==> src/design/sfd_pkg.sv <==
`timescale 1ns / 1ps
// ----------------------------------------------------------------------------
// sfd_pkg
// Shared types, codes and constants of the serial link frame deframer.
// ----------------------------------------------------------------------------
package sfd_pkg;

    localparam int MAX_FRAME_BYTES_DEF = 64;
    localparam int QUEUE_DEPTH         = 2;

    localparam logic [31:0] BEACON_RESET = 32'h0007_DF05;
    localparam logic        CRC_RESET    = 1'b0;

    // frame type codes, low nibble of header byte 0
    localparam logic [3:0] TYPE_BEACON   = 4'd5;
    localparam logic [3:0] TYPE_PING     = 4'd6;
    localparam logic [3:0] TYPE_SHORT_FF = 4'd15;
    localparam logic [3:0] TYPE_REQUEST  = 4'd9;
    localparam logic [3:0] TYPE_RESPONSE = 4'd10;

    localparam logic [13:0] TRAILER_BYTES = 14'd2;
    localparam logic [2:0]  VALUE_BYTES_MAX = 3'd4;

    // register index (paddr[2])
    localparam logic REG_BEACON = 1'b0;
    localparam logic REG_CRC    = 1'b1;

    typedef enum logic [2:0] {
        EV_BEACON   = 3'd0,
        EV_PING     = 3'd1,
        EV_SHORT    = 3'd2,
        EV_REQUEST  = 3'd3,
        EV_RESPONSE = 3'd4,
        EV_OVERSIZE = 3'd5
    } event_kind_t;

    typedef struct packed {
        logic [31:0] beacon_word;
        logic        crc_enabled;
    } cfg_t;

    // one classified frame event, queued between front and back
    typedef struct packed {
        event_kind_t kind;
        logic [31:0] header;
        logic        has_status;
        logic [7:0]  status;
        logic [31:0] accum;
        logic [2:0]  value_bytes;
    } evt_t;

endpackage

==> src/design/sfd_if.sv <==
`timescale 1ns / 1ps
// ----------------------------------------------------------------------------
// sfd_byte_if / sfd_event_if
// Valid/ready channels for received bytes and for frame events.
// ----------------------------------------------------------------------------
interface sfd_byte_if;
    logic       valid;
    logic       ready;
    logic [7:0] rx_byte;

    modport source (output valid, output rx_byte, input ready);
    modport sink   (input valid, input rx_byte, output ready);
endinterface

interface sfd_event_if;
    logic        valid;
    logic        ready;
    logic [2:0]  event_kind;
    logic [31:0] header_word;
    logic        resp_has_status;
    logic [7:0]  resp_status;
    logic [31:0] resp_value;
    logic [2:0]  resp_value_bytes;

    modport source (
        output valid, output event_kind, output header_word, output resp_has_status,
        output resp_status, output resp_value, output resp_value_bytes, input ready
    );
    modport sink (
        input valid, input event_kind, input header_word, input resp_has_status,
        input resp_status, input resp_value, input resp_value_bytes, output ready
    );
endinterface

==> src/design/serial_link_frame_deframer.sv <==
`timescale 1ns / 1ps
// ----------------------------------------------------------------------------
// serial_link_frame_deframer
// Splits a received byte stream into frames and reports one event per frame.
// ----------------------------------------------------------------------------
// The block takes one received byte per clock on rx and reports frame events
// on evt. A four-byte header is gathered; its type nibble picks a short frame
// (beacon match, ping or other), a request or response body, or a resync that
// drops the oldest byte. A request is counted across its body; a response
// reports its last payload byte as status and up to four leading data bytes,
// little endian. A length that would overrun MAX_FRAME_BYTES is reported at
// once and the header is resynchronised. With crc_enabled set, two trailer
// bytes follow each long payload and are skipped unchecked. Rate: one byte
// per cycle while the event queue has room. The byte intake decides each
// byte combinationally and writes any event into a two-entry event queue at
// the same edge; the result register takes the event from the queue once it
// is free and holds it on evt until taken. rx stalls only while the queue
// is full, that is while the sink leaves results untaken. There is no
// clearing pass after reset. Registers (APB, 32-bit): 0x0 beacon_word,
// 0x4 crc_enabled; write them only while no frame is in progress.
// ----------------------------------------------------------------------------
module serial_link_frame_deframer #(
    parameter int MAX_FRAME_BYTES = sfd_pkg::MAX_FRAME_BYTES_DEF
) (
    input  logic         clk,
    input  logic         rst_n,
    sfd_byte_if.sink     rx,
    sfd_event_if.source  evt,
    input  logic         psel,
    input  logic         penable,
    input  logic         pwrite,
    input  logic [2:0]   paddr,
    input  logic [31:0]  pwdata,
    output logic [31:0]  prdata,
    output logic         pready
);

    logic [31:0]    beacon_word_reg;
    logic           crc_enabled_reg;
    logic           cfg_write;
    sfd_pkg::cfg_t  cfg;
    logic           q_full;
    logic           q_empty;
    logic           push;
    logic           pop;
    sfd_pkg::evt_t  push_data;
    sfd_pkg::evt_t  head;

    // Configuration port: no wait states, write in the access phase
    assign pready    = 1'b1;
    assign cfg_write = psel && penable && pwrite;

    always_ff @(posedge clk or negedge rst_n)
    begin
        if (!rst_n)
        begin
            beacon_word_reg <= sfd_pkg::BEACON_RESET;
            crc_enabled_reg <= sfd_pkg::CRC_RESET;
        end
        else if (cfg_write)
        begin
            unique case (paddr[2])
                sfd_pkg::REG_BEACON: beacon_word_reg <= pwdata;
                sfd_pkg::REG_CRC:    crc_enabled_reg <= pwdata[0];
                default:             crc_enabled_reg <= crc_enabled_reg;
            endcase
        end
    end

    // Read back the addressed register
    always_comb
    begin
        unique case (paddr[2])
            sfd_pkg::REG_BEACON: prdata = beacon_word_reg;
            sfd_pkg::REG_CRC:    prdata = {31'd0, crc_enabled_reg};
            default:             prdata = '0;
        endcase
    end

    assign cfg.beacon_word = beacon_word_reg;
    assign cfg.crc_enabled = crc_enabled_reg;

    // Front: gather header, classify, track the body
    sfd_front #(
        .MAX_FRAME_BYTES (MAX_FRAME_BYTES)
    ) u_front (
        .clk       (clk),
        .rst_n     (rst_n),
        .rx        (rx),
        .cfg       (cfg),
        .q_full    (q_full),
        .push      (push),
        .push_data (push_data)
    );

    // Decouple: the front keeps taking bytes while the sink stalls, until the queue is full
    sfd_queue u_queue (
        .clk       (clk),
        .rst_n     (rst_n),
        .push      (push),
        .push_data (push_data),
        .full      (q_full),
        .pop       (pop),
        .empty     (q_empty),
        .pop_data  (head)
    );

    // Back: trim the value and hold the result until taken
    sfd_back u_back (
        .clk   (clk),
        .rst_n (rst_n),
        .empty (q_empty),
        .head  (head),
        .pop   (pop),
        .evt   (evt)
    );

endmodule

==> src/design/sfd_front.sv <==
`timescale 1ns / 1ps
// ----------------------------------------------------------------------------
// sfd_front
// Byte intake: collect the header, classify it and track the frame body.
// ----------------------------------------------------------------------------
module sfd_front #(
    parameter int MAX_FRAME_BYTES = sfd_pkg::MAX_FRAME_BYTES_DEF
) (
    input  logic           clk,
    input  logic           rst_n,
    sfd_byte_if.sink       rx,
    input  sfd_pkg::cfg_t  cfg,
    input  logic           q_full,
    output logic           push,
    output sfd_pkg::evt_t  push_data
);

    localparam logic [13:0] BODY_LIMIT = 14'(MAX_FRAME_BYTES - 4);

    typedef enum logic [1:0] {
        FRAME_NONE = 2'd0,
        FRAME_REQ  = 2'd1,
        FRAME_RESP = 2'd2
    } frame_t;

    frame_t        frame_reg,  frame_next;
    logic [31:0]   window_reg, window_next;
    logic [2:0]    fill_reg,   fill_next;
    logic [6:0]    left_reg,   left_next;
    logic [6:0]    seen_reg,   seen_next;
    logic [31:0]   accum_reg,  accum_next;
    logic [7:0]    last_reg,   last_next;
    logic          accept;

    assign rx.ready = !q_full;
    assign accept   = rx.valid && !q_full;

    always_comb
    begin
        logic [31:0] win;
        logic [12:0] plen;
        logic [13:0] body;
        logic [3:0]  ftype;
        logic [6:0]  left;
        logic        close;

        frame_next  = frame_reg;
        window_next = window_reg;
        fill_next   = fill_reg;
        left_next   = left_reg;
        seen_next   = seen_reg;
        accum_next  = accum_reg;
        last_next   = last_reg;
        push        = 1'b0;
        push_data   = '0;
        close       = 1'b0;
        win         = window_reg | ({24'd0, rx.rx_byte} << {fill_reg[1:0], 3'b000});
        plen        = window_reg[16:4];
        ftype       = win[3:0];
        body        = {1'b0, win[16:4]} + (cfg.crc_enabled ? sfd_pkg::TRAILER_BYTES : 14'd0);
        left        = left_reg - 7'd1;

        if (accept)
        begin
            if (frame_reg != FRAME_NONE)
            begin
                // body byte: payload first, then trailer
                if ({6'd0, seen_reg} < plen)
                begin
                    last_next = rx.rx_byte;
                    if (seen_reg < 7'd4)
                    begin
                        accum_next = accum_reg
                                   | ({24'd0, rx.rx_byte} << {seen_reg[1:0], 3'b000});
                    end
                    seen_next = seen_reg + 7'd1;
                end
                left_next = left;
                close     = (left == 7'd0);
            end
            else
            begin
                window_next = win;
                fill_next   = fill_reg + 3'd1;
                if (fill_next >= 3'd4)
                begin
                    unique case (ftype) inside
                        sfd_pkg::TYPE_BEACON, sfd_pkg::TYPE_PING, sfd_pkg::TYPE_SHORT_FF:
                        begin
                            push           = 1'b1;
                            push_data.header = win;
                            if (win == cfg.beacon_word)
                                push_data.kind = sfd_pkg::EV_BEACON;
                            else if (ftype == sfd_pkg::TYPE_PING)
                                push_data.kind = sfd_pkg::EV_PING;
                            else
                                push_data.kind = sfd_pkg::EV_SHORT;
                            window_next = '0;
                            fill_next   = '0;
                        end
                        sfd_pkg::TYPE_REQUEST, sfd_pkg::TYPE_RESPONSE:
                        begin
                            if (body > BODY_LIMIT)
                            begin
                                // oversize: report, drop oldest byte, resync
                                push             = 1'b1;
                                push_data.kind   = sfd_pkg::EV_OVERSIZE;
                                push_data.header = win;
                                window_next      = {8'd0, win[31:8]};
                                fill_next        = 3'd3;
                            end
                            else
                            begin
                                frame_next = (ftype == sfd_pkg::TYPE_RESPONSE)
                                           ? FRAME_RESP : FRAME_REQ;
                                left_next  = body[6:0];
                                seen_next  = '0;
                                accum_next = '0;
                                last_next  = '0;
                                close      = (body == 14'd0);
                            end
                        end
                        default:
                        begin
                            // unknown type: drop oldest byte, wait for one more
                            window_next = {8'd0, win[31:8]};
                            fill_next   = 3'd3;
                        end
                    endcase
                end
            end

            if (close)
            begin
                push             = 1'b1;
                push_data.header = window_next;
                if (frame_next == FRAME_RESP)
                begin
                    push_data.kind = sfd_pkg::EV_RESPONSE;
                    if (window_next[16:4] != 13'd0)
                    begin
                        push_data.has_status  = 1'b1;
                        push_data.status      = last_next;
                        push_data.accum       = accum_next;
                        push_data.value_bytes = (window_next[16:4] > 13'd4)
                                              ? sfd_pkg::VALUE_BYTES_MAX
                                              : 3'(window_next[16:4] - 13'd1);
                    end
                end
                else
                begin
                    push_data.kind = sfd_pkg::EV_REQUEST;
                end
                frame_next  = FRAME_NONE;
                window_next = '0;
                fill_next   = '0;
                left_next   = '0;
                seen_next   = '0;
                accum_next  = '0;
                last_next   = '0;
            end
        end
    end

    always_ff @(posedge clk or negedge rst_n)
    begin
        if (!rst_n)
        begin
            frame_reg  <= FRAME_NONE;
            window_reg <= '0;
            fill_reg   <= '0;
            left_reg   <= '0;
            seen_reg   <= '0;
            accum_reg  <= '0;
            last_reg   <= '0;
        end
        else
        begin
            frame_reg  <= frame_next;
            window_reg <= window_next;
            fill_reg   <= fill_next;
            left_reg   <= left_next;
            seen_reg   <= seen_next;
            accum_reg  <= accum_next;
            last_reg   <= last_next;
        end
    end

endmodule

==> src/design/sfd_queue.sv <==
`timescale 1ns / 1ps
// ----------------------------------------------------------------------------
// sfd_queue
// Short event queue between the byte front and the result back.
// ----------------------------------------------------------------------------
module sfd_queue (
    input  logic           clk,
    input  logic           rst_n,
    input  logic           push,
    input  sfd_pkg::evt_t  push_data,
    output logic           full,
    input  logic           pop,
    output logic           empty,
    output sfd_pkg::evt_t  pop_data
);

    localparam int PTR_W = (sfd_pkg::QUEUE_DEPTH > 1) ? $clog2(sfd_pkg::QUEUE_DEPTH) : 1;
    localparam int CNT_W = $clog2(sfd_pkg::QUEUE_DEPTH + 1);
    localparam logic [CNT_W-1:0] DEPTH_CNT = CNT_W'(sfd_pkg::QUEUE_DEPTH);
    localparam logic [PTR_W-1:0] LAST_PTR  = PTR_W'(sfd_pkg::QUEUE_DEPTH - 1);

    sfd_pkg::evt_t      mem [sfd_pkg::QUEUE_DEPTH];
    logic [PTR_W-1:0]   wr_ptr_reg, wr_ptr_next;
    logic [PTR_W-1:0]   rd_ptr_reg, rd_ptr_next;
    logic [CNT_W-1:0]   count_reg,  count_next;
    logic               do_push, do_pop;

    assign full     = (count_reg == DEPTH_CNT);
    assign empty    = (count_reg == '0);
    assign do_push  = push && !full;
    assign do_pop   = pop && !empty;
    assign pop_data = mem[rd_ptr_reg];

    always_comb
    begin
        wr_ptr_next = wr_ptr_reg;
        rd_ptr_next = rd_ptr_reg;
        count_next  = count_reg;
        if (do_push)
            wr_ptr_next = (wr_ptr_reg == LAST_PTR) ? '0 : wr_ptr_reg + 1'b1;
        if (do_pop)
            rd_ptr_next = (rd_ptr_reg == LAST_PTR) ? '0 : rd_ptr_reg + 1'b1;
        if (do_push && !do_pop)
            count_next = count_reg + 1'b1;
        else if (do_pop && !do_push)
            count_next = count_reg - 1'b1;
    end

    always_ff @(posedge clk or negedge rst_n)
    begin
        if (!rst_n)
        begin
            wr_ptr_reg <= '0;
            rd_ptr_reg <= '0;
            count_reg  <= '0;
        end
        else
        begin
            wr_ptr_reg <= wr_ptr_next;
            rd_ptr_reg <= rd_ptr_next;
            count_reg  <= count_next;
        end
    end

    always_ff @(posedge clk)
    begin
        if (do_push)
            mem[wr_ptr_reg] <= push_data;
    end

endmodule

==> src/design/sfd_back.sv <==
`timescale 1ns / 1ps
// ----------------------------------------------------------------------------
// sfd_back
// Result stage: trim the response value and hold the event for the sink.
// ----------------------------------------------------------------------------
module sfd_back (
    input  logic           clk,
    input  logic           rst_n,
    input  logic           empty,
    input  sfd_pkg::evt_t  head,
    output logic           pop,
    sfd_event_if.source    evt
);

    logic        valid_reg;
    logic [2:0]  kind_reg;
    logic [31:0] header_reg;
    logic        has_reg;
    logic [7:0]  status_reg;
    logic [31:0] value_reg;
    logic [2:0]  nbytes_reg;
    logic [31:0] mask;
    logic        load;

    assign load = !valid_reg || evt.ready;
    assign pop  = load && !empty;

    always_comb
    begin
        case (head.value_bytes)
            3'd0:    mask = 32'h0000_0000;
            3'd1:    mask = 32'h0000_00FF;
            3'd2:    mask = 32'h0000_FFFF;
            3'd3:    mask = 32'h00FF_FFFF;
            default: mask = 32'hFFFF_FFFF;
        endcase
    end

    always_ff @(posedge clk or negedge rst_n)
    begin
        if (!rst_n)
            valid_reg <= 1'b0;
        else if (load)
            valid_reg <= !empty;
    end

    always_ff @(posedge clk)
    begin
        if (pop)
        begin
            kind_reg   <= head.kind;
            header_reg <= head.header;
            has_reg    <= head.has_status;
            status_reg <= head.status;
            value_reg  <= head.accum & mask;
            nbytes_reg <= head.value_bytes;
        end
    end

    assign evt.valid            = valid_reg;
    assign evt.event_kind       = kind_reg;
    assign evt.header_word      = header_reg;
    assign evt.resp_has_status  = has_reg;
    assign evt.resp_status      = status_reg;
    assign evt.resp_value       = value_reg;
    assign evt.resp_value_bytes = nbytes_reg;

endmodule

==> src/flat_wrapper.sv <==
// flat-port wrapper written by rule: the top's interface ports become plain ports
module serial_link_frame_deframer_flat 
#(
    parameter int MAX_FRAME_BYTES = sfd_pkg::MAX_FRAME_BYTES_DEF
)
  (clk, rst_n, psel, penable, pwrite, paddr, pwdata, prdata, pready, rx_valid, rx_rx_byte, rx_ready, evt_valid, evt_event_kind, evt_header_word, evt_resp_has_status, evt_resp_status, evt_resp_value, evt_resp_value_bytes, evt_ready);
  sfd_byte_if rx_i ();
  sfd_event_if evt_i ();
  input  logic clk;
  input  logic rst_n;
  input  logic psel;
  input  logic penable;
  input  logic pwrite;
  input  logic [2:0] paddr;
  input  logic [31:0] pwdata;
  output logic [31:0] prdata;
  output logic pready;
  input wire logic [$bits(rx_i.valid)-1:0] rx_valid;
  input wire logic [$bits(rx_i.rx_byte)-1:0] rx_rx_byte;
  output wire logic [$bits(rx_i.ready)-1:0] rx_ready;
  output wire logic [$bits(evt_i.valid)-1:0] evt_valid;
  output wire logic [$bits(evt_i.event_kind)-1:0] evt_event_kind;
  output wire logic [$bits(evt_i.header_word)-1:0] evt_header_word;
  output wire logic [$bits(evt_i.resp_has_status)-1:0] evt_resp_has_status;
  output wire logic [$bits(evt_i.resp_status)-1:0] evt_resp_status;
  output wire logic [$bits(evt_i.resp_value)-1:0] evt_resp_value;
  output wire logic [$bits(evt_i.resp_value_bytes)-1:0] evt_resp_value_bytes;
  input wire logic [$bits(evt_i.ready)-1:0] evt_ready;
  assign rx_i.valid = rx_valid;
  assign rx_i.rx_byte = rx_rx_byte;
  assign rx_ready = rx_i.ready;
  assign evt_valid = evt_i.valid;
  assign evt_event_kind = evt_i.event_kind;
  assign evt_header_word = evt_i.header_word;
  assign evt_resp_has_status = evt_i.resp_has_status;
  assign evt_resp_status = evt_i.resp_status;
  assign evt_resp_value = evt_i.resp_value;
  assign evt_resp_value_bytes = evt_i.resp_value_bytes;
  assign evt_i.ready = evt_ready;
  serial_link_frame_deframer #(.MAX_FRAME_BYTES(MAX_FRAME_BYTES)) u_core (.clk(clk), .rst_n(rst_n), .rx(rx_i), .evt(evt_i), .psel(psel), .penable(penable), .pwrite(pwrite), .paddr(paddr), .pwdata(pwdata), .prdata(prdata), .pready(pready));
endmodule
==> config.mk <==
export PLATFORM = sky130hd
export DESIGN_NAME = serial_link_frame_deframer_flat
export DESIGN_NICKNAME = d
export VERILOG_FILES = /design/src/design/sfd_pkg.sv /design/src/design/sfd_if.sv /design/src/design/serial_link_frame_deframer.sv /design/src/design/sfd_front.sv /design/src/design/sfd_queue.sv /design/src/design/sfd_back.sv /design/src/flat_wrapper.sv
export SDC_FILE = /design/constraint.sdc
export NUM_CORES = 1
export LEC_CHECK = 0
export BUFFER_PORTS_ARGS = -buffer_cell sky130_fd_sc_hd__clkbuf_2
export CAP_MARGIN = 30
export CORE_MARGIN = 1
export CORE_UTILIZATION = 40
export DETAILED_ROUTE_END_ITERATION = 8
export GPL_ROUTABILITY_DRIVEN = 0
export SLEW_MARGIN = 10
export SYNTH_ARGS = -nofsm -noshare
export SYNTH_HDL_FRONTEND = slang
export SYNTH_HIERARCHICAL = 1
export SYNTH_SLANG_ARGS = --single-unit
export TNS_END_PERCENT = 100
==> constraint.sdc <==
create_clock -name clk -period 13.3 [get_ports clk]
set_input_delay 2.66 -clock clk [delete_from_list [all_inputs] [get_ports clk]]
set_output_delay 2.66 -clock clk [all_outputs]
set_load 0.01 [all_outputs]
==> results of run 1 <==
==> per-layer routing <==
metal | track usage (%) | up-vias | wire length, um
met5 | 0 | - | 13
met4 | 6.90 | 2 | 1410
met3 | 4.93 | 110 | 3810
met2 | 26.9 | 565 | 18300
met1 | 27.7 | 5812 | 19600
li1 | - | 5527 | -
==> worst max path at each step <==
stage          cells past startpoint     startpoint                        end  slack [ns]
2_1_floorplan                     16  rx_rx_byte[5]   u_core/u_queue/mem[0][0]        3.95
3_3_place_gp                      17  rx_rx_byte[5]  u_core/u_queue/mem[0][22]        4.55
3_5_place_dp                      17  rx_rx_byte[5]  u_core/u_queue/mem[0][21]        5.08
4_1_cts                           17  rx_rx_byte[5]  u_core/u_queue/mem[0][32]        5.66
5_1_grt                           18  rx_rx_byte[5]   u_core/u_queue/mem[0][8]        5.26
6_report                          17  rx_rx_byte[5]  u_core/u_queue/mem[0][22]        5.57
==> worst max-delay path, delay by kind of cell <==
family / cells / cell delay [ns]
and+or+nand+nor: 7 / 1.93
buffers and inverters: 4 / 1.61
AOI/OAI and AO/OA: 4 / 1.05
muxes: 1 / 0.33
adders and majority gates: 1 / 0.25
==> kinds of logic after synthesis <==
kind of cell	Yosys count
DFF	366
other	1
buffers and inverters	126
AOI/OAI and AO/OA	345
xor gates and xnor gates	46
adders and majority gates	15
muxes	115
and+or+nand+nor	405
==> final cells by class <==
type / count / area share [%]
sequential: 366 / 51.2
clock buffer: 57 / 5.59
timing repair buffer: 180 / 4.85
multi-input combinational: 927 / 33.6
inverter: 23 / 0.427
tap: 592 / 3.66
clock inverter: 15 / 0.600
==> power by group <==
group | switching, mW | internal (mW) | leakage (nW) | total (mW)
clock | 0.444 | 0.615 | 0.619 | 1.06
sequential | 0.175 | 1.49 | 3.86 | 1.66
combinational | 0.936 | 0.649 | 3.38 | 1.59
==> cell usage after synthesis (7+ instances only) <==
cell type,number
a21o_1,7
a21oi_1,70
a21oi_2,7
a22o_1,9
a22oi_1,31
a31oi_1,15
a32o_1,26
and2_1,18
and2_2,8
buf_1,11
buf_12,8
buf_2,10
buf_4,7
buf_6,11
clkbuf_1,55
dfrtp_1,117
dfstp_2,12
edfxtp_1,237
ha_1,15
inv_1,23
mux2_4,109
nand2_1,102
nand2b_1,8
nand3_1,26
nand4_1,7
nor2_1,98
nor2b_1,53
nor2b_2,9
nor3_1,16
nor4_1,16
o21ai_0,66
o22ai_1,51
o31ai_1,8
xnor2_1,43
==> impl_results.md, run 1 <==
- Outcome: finished, final reports clean
- CTS tree: built
- R2R Setup Slk: 7.23 ns
- Grt ovf: 0
- Yosys cell types: 87
- Share of layout cells above drive strength 1: 26.2%
- DR WL/cell: 20.0 um
- Worst slew margin: 37.8%
- Max Freq: 129 MHz
- Min Tclk post-route: 7.73 ns
- XOR/XNOR Fraction of Synth Area: 2.26%
- Synth Area in Simple Gates: 11.9%
- Largest net degree at the start of global routing: 70
- Yosys top cell area share: 39.9%
- Crit Path Max Fanout: 58
- Total track usage: 19.0%
- Clk sinks: 366
- Top post-synthesis cells by area: edfxtp_1 40%, dfrtp_1 16%, mux2_4 9.2%, nand2_1 2.1%, xnor2_1 2.1%
- Reg2Reg Capture Point: u_core/u_queue/mem[0][22]
- Max-cap violations: 0
- Min-Delay Path Depth: 2
- Max Root-Sink Buffers: 3
- Mux contribution to synthesized area: 9.54%
- H-tree depth: 2
- Most frequent cells in the layout: 237 x edfxtp_1, 160 x clkbuf_2, 116 x dfrtp_1, 109 x mux2_4, 102 x nand2_1
- Dominant synthesized flop cell: edfxtp_1
- Post-synthesis cell area: 0.0178 mm^2
- Clk root buf: clkbuf_16
- Post-Syn Instances: 1,419
- Hold crit path type: reg2reg
- Hold Violations, Final: 0
- Chip Width: 213 um
- Startpoint Class: primary input
- WP data arrival: 7.92 ns
- Setup TNS: 0 ns
- Number of global-route vias before repair: 11,300
- Main combinational cell family by area after synthesis: compound AO/OA/AOI/OAI gates
- Area of the multi-input gates: 0.00680 mm^2
- Final setup skew: 0.0325 ns
- Initial core utilization: 40.5%
- FF-to-FF path depth: 20
- Ys Warns: 6
- Post-CTS sizing: 0
- RSZ-0062 raised after global routing: false
- Post-route cell area: 0.0202 mm^2
- WHS: 0.484 ns
- Top cell by count, worst path: nand2_1
- Max-slew violations: 0
- # placed instances: 2,087
- # DRC: 0
- Syn_nets: 1,484
- Router iterations before antenna repair: 8
- Routed Antenna Nets: 0
- Pwr/cell area: 213 mW/mm^2
- DIE HEIGHT: 213 um
- Cell taking the most area after synthesis: edfxtp_1
- Number of buffers created by CTS: 39
- HPWL after DPL: 28,500 um
- Setup bufs post-CTS: 0
- Async set-or-reset flop fraction in the synthesized netlist: 35.2%
- ANT cells: 0
- Via/cell ratio: 5.56
- Critical Path RT: 13.49 ns
- EDFF count, synth: 237
- First-pass GRT wire length: 66,000 um
- Post-synthesis compound-gate area fraction: 13.1%
- DIE AREA: 0.0455 mm^2
- Fin cells: 2,160
- Worst-Skew Late Latency: 0.56 ns
- Setup Viol. Count Final: 0
- Setup CP Type: in2reg
- Origin of the critical flop-to-flop path: u_core/u_front/fill_reg[0]
- Slowest cell delay on critical path: 0.71 ns
- Power after layout: 4.31 mW
- Area Overhead vs Synth: 13.3%
- Post-cts hold buffer count: 0
- Final Cycle Share: 58.1%
- Core Region: 0.0441 mm^2
- Final WL: 43,100 um
- Final core occ: 45.8%
- Initial DRC count: 1,230
- Vias: 12,000
- Clock-pin slew on the worst setup and hold paths: 0.06 ns
- Syn avg cell area: 12.6 um^2
- Area after DPL: 0.0189 mm^2
- CP Cell Sequence: clkbuf_2 -> a21oi_1 -> inv_1 -> ha_1 -> nand2_1 -> and2_4 -> or4_1 -> mux2i_1 -> o31ai_4 -> a21oi_2 -> o31a_1 -> nand3_1 -> buf_4 -> nand2_1 -> nand2_1 -> nor2_4 -> buf_4
- FP Rows: 77
- Worst setup margin: 5.57 ns
- Place WS: 5.08 ns
- Port bufs: 160
- Peak VDD IR: 0.0000966 V
- Register Area: 0.0104 mm^2
- Hold path startpoint: u_core/u_front/last_reg[2]
- Initial antenna violation count: 1
- # IOs: 164
- Slowest-stage cell, CP: buf_4
- Nets: 1,602
- Largest register FFs: 158
- Synth Register Bits: 366
- Adder-cell share of the synthesized area: 1.05%
- Leak: 7.86 nW
- WHS Endpoint: u_core/u_front/last_reg[2]
- Commonest non-fill, non-tap cell in the layout: edfxtp_1
- Largest Register: u_core/u_queue/mem
- Critical Path Sink Type: flip-flop
- Worst-Margin Slew: 0.929 ns
- Final-layout fill cell count: 4,109
- Sequential share of the synthesized area: 58.0%
Note: power is estimated with default switching activity, not from simulation.
==> run 2, diff against run 1 <==
--- a/config.mk
+++ b/config.mk
@@ -5,6 +5,7 @@
 export SDC_FILE = /design/constraint.sdc
 export NUM_CORES = 1
 export LEC_CHECK = 0
+export ABC_AREA = 1
 export BUFFER_PORTS_ARGS = -buffer_cell sky130_fd_sc_hd__clkbuf_2
 export CAP_MARGIN = 30
 export CORE_MARGIN = 1
==> constraint.sdc (replaced) <==
create_clock -name clk -period 7.4 [get_ports clk]
set_input_delay 1.48 -clock clk [delete_from_list [all_inputs] [get_ports clk]]
set_output_delay 1.48 -clock clk [all_outputs]
set_load 0.01 [all_outputs]
==> impl_results.md, run 2 <==
- Startpoint Class: flip-flop
- Number of global-route vias before repair: 12,400
- Yosys top cell area share: 40.8%
- Most numerous cell in the Yosys netlist: nand2_1
- Worst slew margin: 40.5%
- Port bufs: 160
- Dominant synthesized flop cell: edfxtp_1
- Core Region: 0.0431 mm^2
- Outcome: finished, final reports clean
- Router iterations before antenna repair: 6
- Nets: 2,021
- Grt ovf: 0
- Final setup skew: 0.0165 ns
- FP Rows: 76
- Peak VDD IR: 0.000149 V
- WHS Endpoint: u_core/beacon_word_reg[17]
- Total track usage: 19.9%
- Top post-synthesis cells by area: edfxtp_1 41%, dfrtp_1 17%, nand2_1 11%, inv_1 3.5%, o21ai_0 3.5%
- Cell taking the most area after synthesis: edfxtp_1
- Area Overhead vs Synth: 14.7%
- Largest Register: u_core/u_queue/mem
- Synth Register Bits: 366
- Post-cts hold buffer count: 0
- Via/cell ratio: 5.16
- Clock-pin slew on the worst setup and hold paths: 0.06 ns
- Setup bufs post-CTS: 0
- Share of layout cells above drive strength 1: 17.9%
- Post-synthesis cell area: 0.0175 mm^2
- Critical Path RT: 7.68 ns
- Min Tclk post-route: 5.57 ns
- Hold Violations, Final: 0
- # DRC: 0
- Critical Path Sink Type: flip-flop
- Crit Path Max Fanout: 42
- Vias: 13,300
- Setup CP Type: reg2reg
- Busiest grt layer: met1
- # IOs: 164
- Hold crit path type: reg2reg
- FF-to-FF path depth: 25
- Most frequent cells in the layout: 527 x nand2_1, 237 x edfxtp_1, 164 x inv_1, 159 x clkbuf_2, 123 x o21ai_0
- Syn avg cell area: 9.60 um^2
- Final Cycle Share: 75.2%
- Max-slew violations: 0
- Worst-Margin Slew: 0.893 ns
- Post-route cell area: 0.0200 mm^2
- WP data arrival: 5.84 ns
- Reg2Reg Capture Point: u_core/u_queue/mem[1][2]
- CP delay by family, top: simple AND/OR/NAND/NOR gates
- Routed Antenna Nets: 0
- H-tree depth: 2
- Number of buffers created by CTS: 41
- Min-Delay Path Depth: 2
- Worst-Skew Late Latency: 0.57 ns
- Hold path startpoint: u_core/beacon_word_reg[17]
- DIE HEIGHT: 211 um
- Chip Width: 211 um
- # placed instances: 2,497
- Top cell by count, worst path: nand2_1
- First-pass GRT wire length: 68,900 um
- Async set-or-reset flop fraction in the synthesized netlist: 35.2%
- Max Root-Sink Buffers: 3
- Final core occ: 46.5%
- Worst Path Buf+Inv: 2
- ANT cells: 0
- M1 GR Usage: 29.6%
- CTS tree: built
- Setup TNS: 0 ns
- Leak: 8.73 nW
- R2R Setup Slk: 1.83 ns
- Initial core utilization: 40.5%
- Slowest cell delay on critical path: 0.91 ns
- Slowest-stage cell, CP: dfrtp_1
- Met3 Use GR: 3.88%
- Most frequent cells after synthesis: 527 x nand2_1, 237 x edfxtp_1, 165 x inv_1, 123 x o21ai_0, 117 x dfrtp_1
- DR WL/cell: 17.1 um
- Clk root buf: clkbuf_16
- Setup Viol. Count Final: 0
- Initial antenna violation count: 0
- GR Util met2: 28.8%
- Post-Syn Instances: 1,818
- DIE AREA: 0.0445 mm^2
- HPWL after DPL: 29,700 um
- Commonest non-fill, non-tap cell in the layout: nand2_1
- CP Launch Point: u_core/u_front/fill_reg[0]
- Largest net degree at the start of global routing: 81
- Pwr/cell area: 398 mW/mm^2
- Sequential share of the synthesized area: 59.4%
- Fin cells: 2,572
- Syn_nets: 1,883
- Max Freq: 180 MHz
- Initial DRC count: 1,249
- Yosys cell types: 48
- RSZ-0062 raised after global routing: false
- Clk sinks: 366
- Largest register FFs: 158
- Post-CTS sizing: 0
- EDFF count, synth: 237
- Ys Warns: 6
- Max-cap violations: 0
- Origin of the critical flop-to-flop path: u_core/u_front/fill_reg[0]
- Final WL: 43,900 um
- Area after DPL: 0.0187 mm^2
run 2: changes by cell type after synthesis, moves of 53 or more:
cell	before	now
inv_1	23	165
nor2b_1	53	0
o21ai_0	66	123
nand3_1	26	96
nand2_1	102	527
mux2_4	109	0
run 2: cells by family (layout without fill, tap and decap cells):
kind of cell,Yosys count,after routing,share of synthesized area (%)
simple gates,848,848,21.1
flops,366,366,59.4
compound gates,283,283,9.54
buf+inv,264,433,6.88
xor+xnor,41,41,2.06
fa+ha+maj,15,15,1.08
other cells,1,1,0.0215
run 2: tightest hold or removal path: cells and delay by family (launching register included):
kind             cells  cell delay (ns)
flip-flops           1             0.38
AND/OR/NAND/NOR      2             0.10
run 2: how the worst max path moves through the flow:
stage | endpoint | slack, ns | depth (start not counted)
after global routing | u_core/u_queue/mem[0][2] | 1.57 | 25
after CTS | u_core/u_queue/mem[0][2] | 1.97 | 25
final | u_core/u_queue/mem[1][2] | 1.83 | 25
after global placement | u_core/u_queue/mem[0][2] | 1.47 | 25
after floorplan | u_core/u_queue/count_reg[1] | 0.74 | 8
after detailed placement | u_core/u_queue/mem[0][2] | 1.38 | 25
run 2: per-stage QoR:
stage | worst slack, ns | power [mW] | hold slack, ns
after floorplan | 0.738 | 5.14 | 0.449
after global placement | 1.47 | 5.95 | 0.465
after detailed placement | 1.38 | 6.01 | 0.470
after CTS | 1.97 | 8.01 | 0.479
after global routing | 1.57 | 8.50 | 0.494
final | 1.83 | 7.97 | 0.475
run 2: final cells by class:
type                    instances  area, um^2
fillers                      4067       23100
flip-flops and latches        366       10400
multi-input cells            1188        5910
clock buffers                  59        1180
repair buffers                181        1030
well taps                     585         732
inverters                     178         683
clock inverters                15         128
run 2: power breakdown:
group          leakage [nW]  internal, mW  switching, mW
clock network         0.645          1.15          0.818
logic                  4.21         0.892           2.04
registers              3.87          2.79          0.281
run 2: metal layers:
| layer | vias up | wire, um |
|---|---|---|
| li1 | 6376 | - |
| met1 | 6287 | 20100 |
| met2 | 534 | 19100 |
| met3 | 81 | 3580 |
| met4 | 0 | 1140 |
| met5 | - | 0 |
==> run 3, diff against run 2 <==
--- a/config.mk
+++ b/config.mk
@@ -5,7 +5,7 @@
 export SDC_FILE = /design/constraint.sdc
 export NUM_CORES = 1
 export LEC_CHECK = 0
-export ABC_AREA = 1
+export ABC_AREA = 0
 export BUFFER_PORTS_ARGS = -buffer_cell sky130_fd_sc_hd__clkbuf_2
 export CAP_MARGIN = 30
 export CORE_MARGIN = 1
==> constraint.sdc (replaced) <==
create_clock -name clk -period 4.54 [get_ports clk]
set_input_delay 0.908 -clock clk [delete_from_list [all_inputs] [get_ports clk]]
set_output_delay 0.908 -clock clk [all_outputs]
set_load 0.01 [all_outputs]
==> impl_results.md, run 3 (synthesis gave the netlist of run 1 again) <==
- Outcome: finished, final reports clean
- Worst-Skew Late Latency: 0.56 ns
- Pwr/cell area: 622 mW/mm^2
- Router iterations before antenna repair: 5
- Uppermost routed layer: met4
- Core Region: 0.0441 mm^2
- Met3 Routed Length: 3450 um
- FF-to-FF path depth: 17
- Final Cycle Share: 92.3%
- Metal-1 WL: 20,900 um
- Initial core utilization: 40.5%
- Area of the multi-input gates: 0.00686 mm^2
- Post-CTS sizing: 0
- # placed instances: 2,146
- Max-cap violations: 0
- CTS tree: built
- Most frequent cells in the layout: 237 x edfxtp_1, 159 x clkbuf_2, 116 x dfrtp_1, 109 x mux2_4, 99 x nand2_1
- Port bufs: 160
- Register Area: 0.0104 mm^2
- Met2 wire len: 19,300 um
- Hold Violations, Final: 0
- Leak: 8.17 nW
- Share of layout cells above drive strength 1: 29.4%
- Final setup skew: 0.0181 ns
- Commonest non-fill, non-tap cell in the layout: edfxtp_1
- Grt ovf: 0
- Largest Register: u_core/u_queue/mem
- Clk root buf: clkbuf_16
- Nets: 1,660
- Setup CP Type: reg2reg
- Max Root-Sink Buffers: 3
- DR WL/cell: 20.2 um
- Number of global-route vias before repair: 11,700
- Total track usage: 19.7%
- FP Rows: 77
- Setup bufs post-CTS: 0
- Vias: 12,300
- Chip Width: 213 um
- CP Launch Point: u_core/u_front/fill_reg[0]
- Critical Path RT: 4.84 ns
- Final core occ: 47.2%
- Setup Viol. Count Final: 0
- Area Overhead vs Synth: 16.7%
- Final WL: 44,800 um
- Final-layout fill cell count: 4,023
- Post-route cell area: 0.0208 mm^2
- Startpoint Class: flip-flop
- Max-slew violations: 0
- Worst-Margin Slew: 0.833 ns
- Hold crit path type: in2async
- ANT cells: 0
- Critical Path Sink Type: flip-flop
- Initial antenna violation count: 0
- Clk sinks: 366
- Initial DRC count: 1,184
- First-pass GRT wire length: 68,700 um
- Crit Path Max Fanout: 15
- Post-cts hold buffer count: 0
- Power after layout: 13.0 mW
- Origin of the critical flop-to-flop path: u_core/u_front/fill_reg[0]
- Largest register FFs: 158
- Worst slew margin: 44.5%
- Area after DPL: 0.0196 mm^2
- Fin cells: 2,218
- DIE HEIGHT: 213 um
- Routed Antenna Nets: 0
- Largest net degree at the start of global routing: 61
- H-tree depth: 2
- Clock-pin slew on the worst setup and hold paths: 0.06 ns
- WP data arrival: 4.49 ns
- RSZ-0062 raised after global routing: false
- Number of buffers created by CTS: 39
- # DRC: 0
- Via/cell ratio: 5.56
- Max Freq: 239 MHz
- HPWL after DPL: 30,500 um
- DIE AREA: 0.0455 mm^2
- Peak VDD IR: 0.000256 V
- Min Tclk post-route: 4.19 ns
- # IOs: 164
[run 3: cell types whose count changed in the layout (fill, tap and decap cells not counted), moves of 50 or more]
cell,change
buf_4,+50
nand2_1,-428
nand3_1,-70
inv_1,-142
mux2_4,+109
o21ai_0,-58
nor2b_1,+53
[run 3: power by group]
group / total (mW) / internal [mW] / switching (mW)
sequential: 4.89 / 4.36 / 0.533
clock: 3.09 / 1.79 / 1.30
combinational: 4.98 / 2.13 / 2.85
total: 13.0 / 8.28 / 4.68
[run 3: layout make-up]
class	instances	share of cell area [%]
Clock buffer	60	5.46
Sequential cell	366	49.8
Inverter	23	0.415
Clock inverter	12	0.505
Timing Repair Buffer	238	7.37
Tap cell	592	3.56
Multi-Input combinational cell	927	32.9
[run 3: final timing paths]
| kind | to | slack [ns] |
|---|---|---|
| min in group clk | u_core/u_front/last_reg[5] | 0.48 |
| hold / removal | u_core/u_front/accum_reg[21] | 0.34 |
| max in group asynchronous | u_core/beacon_word_reg[12] | 3.19 |
| setup reg to reg | u_core/u_queue/mem[0][21] | 0.35 |
| hold reg to reg | u_core/u_front/last_reg[5] | 0.48 |
| setup / recovery | u_core/u_queue/mem[0][21] | 0.35 |
[run 3: metal layers]
metal  vias to the layer above  global-route usage, %
met5                         -                      0
met4                         0                   6.11
met3                        84                   3.94
met2                       528                   29.2
met1                      6075                   28.8
li1                       5655                      -
[run 3: through the flow]
step	worst slack, ns	hold slack, ns	setup TNS, ns
6_report	0.348	0.343	0
5_1_grt	0.106	0.350	0
4_1_cts	0.389	0.326	0
3_5_place_dp	-0.0118	0.470	-0.131
3_3_place_gp	0.0838	0.463	0
2_1_floorplan	-0.382	0.449	-42.33
[run 3: critical path, stage by stage (launching register included)]
cell and delay, ns:
dfrtp_1 0.38, nor2_1 0.23, buf_4 0.27, a21oi_1 0.11, inv_1 0.07, ha_1 0.34, o31ai_2 0.19, o31a_1 0.33
o22ai_1 0.27, nor2_1 0.15, a21oi_2 0.28, nor2_1 0.09, a21oi_1 0.31, ha_1 0.28, a311o_1 0.23, buf_12 0.16
buf_12 0.15, nor2_1 0.07
